`config.mk`:
```
export PLATFORM = sky130hd
export DESIGN_NAME = hsl_lightness_ramp_to_rgb_top
export DESIGN_NICKNAME = d
export VERILOG_FILES = /design/src/design/hlr_pkg.sv /design/src/design/hsl_lightness_ramp_to_rgb_top.sv /design/src/design/hlr_ctrl.sv /design/src/design/hlr_datapath.sv
export SDC_FILE = /design/constraint.sdc
export NUM_CORES = 2
export LEC_CHECK = 0
export ABC_AREA = 1
export BUFFER_PORTS_ARGS = -buffer_cell sky130_fd_sc_hd__buf_2
export CORE_MARGIN = 3
export CORE_UTILIZATION = 52
export DETAILED_ROUTE_END_ITERATION = 8
export GPL_TIMING_DRIVEN = 0
export PLACE_DENSITY = 0.71
export SLEW_MARGIN = 10
export SYNTH_ARGS = -nofsm -noshare
export SYNTH_HDL_FRONTEND = slang
export SYNTH_HIERARCHICAL = 1
export SYNTH_SLANG_ARGS = --single-unit
```
`constraint.sdc`:
```
create_clock -name clk -period 8.7 [get_ports clk]
set_clock_uncertainty 0.05 [all_clocks]
set_input_delay 0.87 -clock clk [delete_from_list [all_inputs] [get_ports clk]]
set_output_delay 0.87 -clock clk [all_outputs]
set_load 0.05 [all_outputs]
```
`src/design/hlr_pkg.sv`:
```
// Package: shared types and constants for the HSL lightness ramp converter.
`timescale 1ns / 1ps

package hlr_pkg;

  localparam int MAX_STEPS_DEF     = 64;
  localparam int FRACTION_BITS_DEF = 12;

  localparam int HUE_W      = 9;
  localparam int SAT_W      = 13;
  localparam int CNT_W      = 7;
  localparam int CHAN_W     = 8;
  localparam int IN_DATA_W  = 32;
  localparam int OUT_DATA_W = 24;

  localparam int HUE_SECTOR = 60;
  localparam int HUE_TURN   = 360;
  localparam int MIN_STEPS  = 2;

  localparam int QUO_W      = 8;
  localparam int DIV_CNT_W  = $clog2(QUO_W);

  typedef enum logic [2:0] {
    SEC_RY = 3'd0,
    SEC_YG = 3'd1,
    SEC_GC = 3'd2,
    SEC_CB = 3'd3,
    SEC_BM = 3'd4,
    SEC_MR = 3'd5
  } sector_t;

  typedef enum logic [2:0] {
    ST_IDLE,
    ST_PROD,
    ST_SCALE,
    ST_NUM,
    ST_DIV,
    ST_EMIT
  } state_t;

  typedef struct packed {
    logic load;
    logic prod;
    logic scale;
    logic num;
    logic div;
    logic emit;
  } cmd_t;

  typedef struct packed {
    logic div_last;
    logic final_step;
    logic out_busy;
  } status_t;

endpackage

```
`src/design/hsl_lightness_ramp_to_rgb_top.sv`:
```
// Top level: HSL lightness ramp to RGB converter.
`timescale 1ns / 1ps

// Each accepted word (hue, saturation, step count n clamped to 2..MAX_STEPS)
// yields n RGB words with lightness falling from 1 to 0; tlast marks the
// darkest one. Channels are even-quantized and saturate at 255. Input is
// taken only while idle. Each color passes through the setup steps span
// product, chroma scale and numerator, then the three parallel bit-serial
// restoring dividers, and then an emit step that waits while the output
// register is held by tready.

module hsl_lightness_ramp_to_rgb_top #(
  parameter int MAX_STEPS     = hlr_pkg::MAX_STEPS_DEF,
  parameter int FRACTION_BITS = hlr_pkg::FRACTION_BITS_DEF
) (
  input  logic                           clk,
  input  logic                           rst,
  input  logic                           s_tvalid,
  output logic                           s_tready,
  input  logic [hlr_pkg::IN_DATA_W-1:0]  s_tdata,   // hue_degrees, saturation, step_count
  output logic                           m_tvalid,
  input  logic                           m_tready,
  output logic [hlr_pkg::OUT_DATA_W-1:0] m_tdata,   // red, green, blue
  output logic                           m_tlast
);

  hlr_pkg::cmd_t    cmd;
  hlr_pkg::status_t status;

  hlr_ctrl u_ctrl (
    .clk      (clk),
    .rst      (rst),
    .s_tvalid (s_tvalid),
    .s_tready (s_tready),
    .status   (status),
    .cmd      (cmd)
  );

  hlr_datapath #(
    .MAX_STEPS     (MAX_STEPS),
    .FRACTION_BITS (FRACTION_BITS)
  ) u_datapath (
    .clk      (clk),
    .rst      (rst),
    .cmd      (cmd),
    .status   (status),
    .s_tdata  (s_tdata),
    .m_tvalid (m_tvalid),
    .m_tready (m_tready),
    .m_tdata  (m_tdata),
    .m_tlast  (m_tlast)
  );

endmodule

```
`src/design/hlr_ctrl.sv`:
```
// Controller: sequences a load per word, then product, scale, numerator, divide and emit steps per color.
`timescale 1ns / 1ps

module hlr_ctrl (
  input  logic             clk,
  input  logic             rst,
  input  logic             s_tvalid,
  output logic             s_tready,
  input  hlr_pkg::status_t status,
  output hlr_pkg::cmd_t    cmd
);

  hlr_pkg::state_t state, state_next;

  always_ff @(posedge clk) begin
    if (rst) begin
      state <= hlr_pkg::ST_IDLE;
    end else begin
      state <= state_next;
    end
  end

  always_comb begin
    state_next = state;
    cmd        = '0;
    s_tready   = 1'b0;
    unique case (state)
      hlr_pkg::ST_IDLE: begin
        s_tready = 1'b1;
        if (s_tvalid) begin
          cmd.load   = 1'b1;
          state_next = hlr_pkg::ST_PROD;
        end
      end
      hlr_pkg::ST_PROD: begin
        cmd.prod   = 1'b1;
        state_next = hlr_pkg::ST_SCALE;
      end
      hlr_pkg::ST_SCALE: begin
        cmd.scale  = 1'b1;
        state_next = hlr_pkg::ST_NUM;
      end
      hlr_pkg::ST_NUM: begin
        cmd.num    = 1'b1;
        state_next = hlr_pkg::ST_DIV;
      end
      hlr_pkg::ST_DIV: begin
        cmd.div = 1'b1;
        if (status.div_last) begin
          state_next = hlr_pkg::ST_EMIT;
        end
      end
      hlr_pkg::ST_EMIT: begin
        if (!status.out_busy) begin
          cmd.emit   = 1'b1;
          state_next = status.final_step ? hlr_pkg::ST_IDLE : hlr_pkg::ST_PROD;
        end
      end
      default: begin
        state_next = hlr_pkg::ST_IDLE;
      end
    endcase
  end

endmodule

```
`src/design/hlr_datapath.sv`:
```
// Datapath: operand registers, chroma multipliers, three bit-serial dividers, output word.
`timescale 1ns / 1ps

module hlr_datapath #(
  parameter int MAX_STEPS     = hlr_pkg::MAX_STEPS_DEF,
  parameter int FRACTION_BITS = hlr_pkg::FRACTION_BITS_DEF
) (
  input  logic                           clk,
  input  logic                           rst,
  input  hlr_pkg::cmd_t                  cmd,
  output hlr_pkg::status_t               status,
  input  logic [hlr_pkg::IN_DATA_W-1:0]  s_tdata,
  output logic                           m_tvalid,
  input  logic                           m_tready,
  output logic [hlr_pkg::OUT_DATA_W-1:0] m_tdata,
  output logic                           m_tlast
);

  localparam int AW   = $clog2(MAX_STEPS);
  localparam int CW   = $clog2(MAX_STEPS + 1);
  localparam int SW   = FRACTION_BITS + 1;
  localparam int DW   = AW + FRACTION_BITS + 6;
  localparam int NW   = DW + 8;
  localparam int PW   = AW + SW;
  localparam int NCW  = (hlr_pkg::CNT_W > CW) ? hlr_pkg::CNT_W : CW;
  localparam int SCW  = (hlr_pkg::SAT_W > SW) ? hlr_pkg::SAT_W : SW;
  localparam int HW   = hlr_pkg::HUE_W;
  localparam int QW   = hlr_pkg::QUO_W;
  localparam int CHW  = hlr_pkg::CHAN_W;

  // operand registers
  hlr_pkg::sector_t sector;
  logic [5:0]       tri_w;
  logic [SW-1:0]    sat;
  logic [AW-1:0]    d;
  logic [AW-1:0]    a;
  logic [DW-1:0]    den;

  // per-color pipeline registers
  logic [PW-1:0]    prod;
  logic [DW-1:0]    cn;
  logic [DW-1:0]    xn;
  logic [DW-1:0]    mn;
  logic [NW-1:0]    rem [3];
  logic [QW-1:0]    quo [3];
  logic [NW-1:0]    dsh;
  logic [hlr_pkg::DIV_CNT_W-1:0] dcnt;

  logic [hlr_pkg::OUT_DATA_W-1:0] out_word;
  logic                           out_last;
  logic                           out_valid;

  // input decode
  logic [HW-1:0]                hue_in, hue_w;
  logic [hlr_pkg::SAT_W-1:0]    sat_in;
  logic [hlr_pkg::CNT_W-1:0]    cnt_in;
  logic [6:0]                   hp;
  logic [5:0]                   tri_next;
  hlr_pkg::sector_t             sector_next;
  logic [NCW-1:0]               n_ext, n_clamp;
  logic [AW-1:0]                d_next;
  logic [AW+5:0]                d60;
  logic [SCW-1:0]               sat_ext, one_ext;
  logic [SW-1:0]                sat_next;

  always_comb begin
    hue_in = s_tdata[HW-1:0];
    sat_in = s_tdata[HW+hlr_pkg::SAT_W-1:HW];
    cnt_in = s_tdata[HW+hlr_pkg::SAT_W+hlr_pkg::CNT_W-1:HW+hlr_pkg::SAT_W];

    hue_w = (hue_in >= HW'(hlr_pkg::HUE_TURN)) ? hue_in - HW'(hlr_pkg::HUE_TURN) : hue_in;

    priority if (hue_w < HW'(hlr_pkg::HUE_SECTOR))     sector_next = hlr_pkg::SEC_RY;
    else if (hue_w < HW'(2 * hlr_pkg::HUE_SECTOR))     sector_next = hlr_pkg::SEC_YG;
    else if (hue_w < HW'(3 * hlr_pkg::HUE_SECTOR))     sector_next = hlr_pkg::SEC_GC;
    else if (hue_w < HW'(4 * hlr_pkg::HUE_SECTOR))     sector_next = hlr_pkg::SEC_CB;
    else if (hue_w < HW'(5 * hlr_pkg::HUE_SECTOR))     sector_next = hlr_pkg::SEC_BM;
    else                                               sector_next = hlr_pkg::SEC_MR;

    // position within the 120 degree period, then triangular ramp 0..60..0
    priority if (hue_w < HW'(2 * hlr_pkg::HUE_SECTOR)) hp = hue_w[6:0];
    else if (hue_w < HW'(4 * hlr_pkg::HUE_SECTOR))     hp = 7'(hue_w - HW'(2 * hlr_pkg::HUE_SECTOR));
    else                                               hp = 7'(hue_w - HW'(4 * hlr_pkg::HUE_SECTOR));
    tri_next = (hp >= 7'(hlr_pkg::HUE_SECTOR)) ? 6'(7'(2 * hlr_pkg::HUE_SECTOR) - hp) : hp[5:0];

    n_ext = NCW'(cnt_in);
    priority if (n_ext < NCW'(hlr_pkg::MIN_STEPS)) n_clamp = NCW'(hlr_pkg::MIN_STEPS);
    else if (n_ext > NCW'(MAX_STEPS))              n_clamp = NCW'(MAX_STEPS);
    else                                           n_clamp = n_ext;
    d_next = AW'(n_clamp - NCW'(1));
    d60    = (AW+6)'(d_next) * (AW+6)'(hlr_pkg::HUE_SECTOR);

    sat_ext  = SCW'(sat_in);
    one_ext  = SCW'(1) << FRACTION_BITS;
    sat_next = SW'((sat_ext > one_ext) ? one_ext : sat_ext);
  end

  // product stage: span = (1 - |2l - 1|) scaled by d
  logic [AW:0]   twoa, dext, dist_l;
  logic [AW-1:0] span;

  always_comb begin
    twoa   = {a, 1'b0};
    dext   = (AW+1)'(d);
    dist_l = (twoa >= dext) ? twoa - dext : dext - twoa;
    span   = AW'(dext - dist_l);
  end

  // scale stage
  logic [PW+5:0] c_full, x_full;
  logic [AW+5:0] a60;
  logic [DW-1:0] ln, c_trunc;

  always_comb begin
    c_full  = (PW+6)'(prod) * (PW+6)'(hlr_pkg::HUE_SECTOR);
    x_full  = (PW+6)'(prod) * (PW+6)'(tri_w);
    a60     = (AW+6)'(a) * (AW+6)'(hlr_pkg::HUE_SECTOR);
    ln      = {a60, {FRACTION_BITS{1'b0}}};
    c_trunc = DW'(c_full);
  end

  // numerator stage: channel selection and 255*v + den
  logic [DW-1:0] vr, vg, vb;
  logic [NW-1:0] num_r, num_g, num_b;

  always_comb begin
    vr = mn;
    vg = mn;
    vb = mn;
    unique case (sector)
      hlr_pkg::SEC_RY: begin vr = cn + mn; vg = xn + mn; end
      hlr_pkg::SEC_YG: begin vr = xn + mn; vg = cn + mn; end
      hlr_pkg::SEC_GC: begin vg = cn + mn; vb = xn + mn; end
      hlr_pkg::SEC_CB: begin vg = xn + mn; vb = cn + mn; end
      hlr_pkg::SEC_BM: begin vr = xn + mn; vb = cn + mn; end
      default:         begin vr = cn + mn; vb = xn + mn; end
    endcase
    num_r = (NW'(vr) << 8) - NW'(vr) + NW'(den);
    num_g = (NW'(vg) << 8) - NW'(vg) + NW'(den);
    num_b = (NW'(vb) << 8) - NW'(vb) + NW'(den);
  end

  function automatic logic [CHW-1:0] even_chan(input logic [QW-1:0] q);
    even_chan = q[QW-1] ? {CHW{1'b1}} : {q[QW-2:0], 1'b0};
  endfunction

  always_ff @(posedge clk) begin
    if (cmd.load) begin
      sector <= sector_next;
      tri_w  <= tri_next;
      sat    <= sat_next;
      d      <= d_next;
      a      <= d_next;
      den    <= {d60, {FRACTION_BITS{1'b0}}};
    end
    if (cmd.prod) begin
      prod <= PW'(span) * PW'(sat);
    end
    if (cmd.scale) begin
      cn <= c_trunc;
      xn <= DW'(x_full);
      mn <= ln - (c_trunc >> 1);
    end
    if (cmd.num) begin
      rem[0] <= num_r;
      rem[1] <= num_g;
      rem[2] <= num_b;
      dsh    <= NW'(den) << 8;
      dcnt   <= '0;
    end
    if (cmd.div) begin
      for (int k = 0; k < 3; k++) begin
        if (rem[k] >= dsh) begin
          rem[k] <= rem[k] - dsh;
          quo[k] <= {quo[k][QW-2:0], 1'b1};
        end else begin
          quo[k] <= {quo[k][QW-2:0], 1'b0};
        end
      end
      dsh  <= dsh >> 1;
      dcnt <= dcnt + 1'b1;
    end
    if (cmd.emit) begin
      out_word <= {even_chan(quo[2]), even_chan(quo[1]), even_chan(quo[0])};
      out_last <= (a == '0);
      if (a != '0) begin
        a <= a - 1'b1;
      end
    end
  end

  always_ff @(posedge clk) begin
    if (rst) begin
      out_valid <= 1'b0;
    end else if (cmd.emit) begin
      out_valid <= 1'b1;
    end else if (m_tready) begin
      out_valid <= 1'b0;
    end
  end

  always_comb begin
    status.div_last   = (dcnt == {hlr_pkg::DIV_CNT_W{1'b1}});
    status.final_step = (a == '0);
    status.out_busy   = out_valid && !m_tready;
  end

  assign m_tvalid = out_valid;
  assign m_tdata  = out_word;
  assign m_tlast  = out_last;

endmodule

```
==> flow_metrics.tcl <==
set metrics [dict create \
    grt_util_all_layers_pct 28.81 \
    synth.cell_area_um2 36480 \
    ctsHoldBuffers 0 \
    synthArstFlopShare_pct 0 \
    layout_min_cycle_time_ns 7.662 \
    wl_met1_mm 45.57 \
    tightest_slew_ns 0.9064 \
    wl_met2_mm 48.14 \
    drv_slew 0 \
    tritoncts.num_buffers 40 \
    io_pins 63 \
    fmax_ghz 0.1305 \
    hpwlAfterDp_mm 87.02 \
    synthSimpleGateAreaFrac_pct 24.59 \
    hold_path_class "flop to flop" \
    synth_xor_area_share_pct 5.835 \
    path_clk_slew_ns 0.06 \
    fillerInstances 6615 \
    synth_top_family_by_area "simple AND/OR/NAND/NOR gates" \
    start_util_pct 52.81 \
    cts_tree "built" \
    route.detailed.drc 0 \
    drive_above_1_share_pct 5.139 \
    num_rows 96 \
    cts_resized 0 \
    die_h_um 270.9 \
    antenna-diode-count 0 \
    synth-seq-cells 310 \
    vias 32800 \
    synth_top_cell_by_area "edfxtp_1" \
    regArea_um2 9189 \
    slew_headroom_pct 39.57 \
    worstPathMaxFanout 10 \
    overflow 0 \
    io_buffers 59 \
    clockRootBuffer "clkbuf_16" \
    yosys_warnings 6 \
    setup_tns_ns 0 \
    grt_pass1_vias 31900 \
    fp.dieW_um 270.9 \
    grt_max_degree 43 \
    start_kind "flop" \
    cp.required_ns 8.95 \
    postCtsSetupBuffers 0 \
    finalWirelength_mm 106.6 \
    synth-edff-count 298 \
    final_util_pct 57.21 \
    routedWlPerCell_um 17.91 \
    dr_wl_met3_mm 6.253 \
    grt_setup_unrepaired "no" \
    yosys-mux-area-fraction_pct 0 \
    ys.flop_type "edfxtp_1" \
    status "complete, no violations" \
    syn2layout_area_growth_pct 8.325 \
    grt_pass1_wl_mm 169.2 \
    fin_crit_sh_pct 88.06 \
    clock-sinks 310 \
    ant_nets 0 \
    finalHoldViolCount 0 \
    drv_cap 0 \
    clk_path_buf_depth 3 \
    synth_top_area_share_pct 24.53 \
    clk_latency_ns 0.58 \
    timing.critical_path.mode_cell "nand2_1" \
    maxUsedRoutingLayer "met4" \
    viasPerCell 5.512 \
    endpoint_kind "flop" \
    yosys-top-cells-area "edfxtp_1, ha_1, nand2_1" \
    crit_slowest_cell "fa_1" \
    crit_type "flop to flop" \
    synth-compound-area-share_pct 12.36 \
    gp_congestion 1.017 \
    dr.pass1.iters 7 \
    ys_seq_area_share_pct 25.19 \
    worstPathArrival_ns 7.92 \
    multi_input_area_um2 24170 \
    drt_iter0_drc 2701 \
    ys_types 65 \
    core-area_um2 69070 \
    layout.nets 5593 \
    synth_fa_ha_area_share_pct 23.33 \
    setup_violations 0 \
    postSynthCellCount 4875 \
    syn_avg_cell_area_um2 7.482 \
    die_area_um2 73360 \
    htree_levels 2 \
    grt_antenna_before_repair 0 \
    slowest_delay_ns 0.49 \
]
[cell type report]
type / instances / area share, %
clock inverter: 26 / 1.064
clock buffer: 48 / 2.635
inverter: 770 / 7.324
timing repair buffer: 64 / 0.9120
buffer: 64 / 0.6903
sequential: 310 / 23.26
multi-input combinational: 3738 / 61.17
tap: 931 / 2.948
[per-layer routing]
metal,global-route usage (%),vias to the layer above
li1,-,16220
met1,37.57,15180
met2,47.16,1101
met3,3.370,293
met4,15.01,0
met5,0.2632,-
[path summary, 6_finish.rpt]
kind	endpoint	slack, ns	start	cells after the start
worst min-delay path	u_datapath/quo[1][5]	0.39	u_datapath/quo[1][4]	0
worst max register to register	u_datapath/prod[16]	1.04	u_datapath/d[1]	36
worst min register to register	u_datapath/quo[1][5]	0.39	u_datapath/quo[1][4]	0
worst max-delay path	u_datapath/prod[16]	1.04	u_datapath/d[1]	36
[state kept, by name, summed over array words and instances (netlist names)]
signal               flops
u_datapath/m_tvalid      1
u_datapath/tri_w         6
u_datapath/rem          96
u_datapath/dcnt          3
u_datapath/sector        3
u_datapath/dsh          32
u_datapath/m_tlast       1
u_datapath/den           9
u_datapath/d             6
u_datapath/a             6
u_datapath/sat          13
u_datapath/mn           22
u_datapath/xn           23
u_datapath/quo          24
u_ctrl/state             3
u_datapath/cn           20
u_datapath/m_tdata      24
u_datapath/prod         18
[synth_stat cells (all sizes together), types with 2 or more instances]
cell type and number:
nand2 1281, inv 768, nor2 400, ha 384, a21oi 315, edfxtp 298, o21ai 260, nand3 241
fa 185, xor2 159, xnor2 84, nor3 72, nand4 56, clkbuf 40, or2 40, o21bai 32
a21o 31, o21a 26, a31oi 24, buf 24, o211ai 23, a221oi 18, nand3b 16, and2 12
dfxtp 12, a211oi 11, a21boi 11, and3 9, nor4 8, o221ai 5, a22oi 4, a221o 3
o31ai 3, a311oi 2, conb 2, o211a 2, o221a 2, o311ai 2, o31a 2
[stage by stage]
step	std cells	area [um2]	hold WS (ns)	setup WS, ns
6_report	5951	39510	0.3906	1.038
5_1_grt	5951	39510	0.4013	0.2620
4_1_cts	5951	39510	0.3899	1.007
3_5_place_dp	5877	38050	0.3727	1.015
3_3_place_gp	5872	37960	0.3713	1.048
2_1_floorplan	4882	36500	0.3674	2.043
[cells in the final DEF (no fill, tap or decap), types with 8 or more instances in the layout]
cell type | Yosys | routed
nand4_1 | 56 | 56
ha_1 | 384 | 384
bufinv_16 | 0 | 9
xnor2_1 | 84 | 84
o211ai_1 | 22 | 22
o21ai_0 | 229 | 229
a21boi_0 | 9 | 9
conb_1 | 2 | 9
o21a_1 | 25 | 25
o21bai_1 | 31 | 31
nor2_1 | 382 | 381
a21oi_1 | 313 | 313
nor2_2 | 11 | 11
dfxtp_1 | 12 | 12
nand2_1 | 1270 | 1266
nor2_4 | 7 | 8
a31oi_1 | 24 | 24
inv_2 | 14 | 15
nand2_2 | 8 | 12
clkbuf_1 | 40 | 47
inv_1 | 754 | 753
a211oi_1 | 11 | 11
nor3_1 | 72 | 72
nand3b_1 | 16 | 16
a221oi_1 | 18 | 18
xor2_1 | 159 | 159
o21ai_1 | 25 | 25
buf_2 | 17 | 78
or2_2 | 37 | 37
nand3_2 | 12 | 12
and3_1 | 9 | 9
clkbuf_16 | 0 | 40
and2_1 | 12 | 12
a21o_1 | 31 | 31
nand3_1 | 229 | 229
fa_1 | 185 | 185
edfxtp_1 | 298 | 298
[worst max-delay path, delay by kind of cell, from the launching register on]
kind | cells | cell delay [ns]
buf+inv | 6 | 0.71
fa+ha+maj | 7 | 2.73
compound gates | 11 | 1.96
xor+xnor | 2 | 0.29
simple gates | 10 | 1.22
flops | 1 | 0.41
[kinds of logic (layout without fill, tap and decap cells)]
| group | after synthesis | after routing |
|---|---|---|
| compound gates | 781 | 781 |
| other cells | 2 | 9 |
| fa+ha+maj | 569 | 569 |
| flops | 310 | 310 |
| simple gates | 2136 | 2136 |
| buf+inv | 834 | 972 |
| xor+xnor | 243 | 243 |
Power is left out: the tool's default activity adds up to more than one toggle a clock period on the data nets, which glitch-free logic cannot reach.
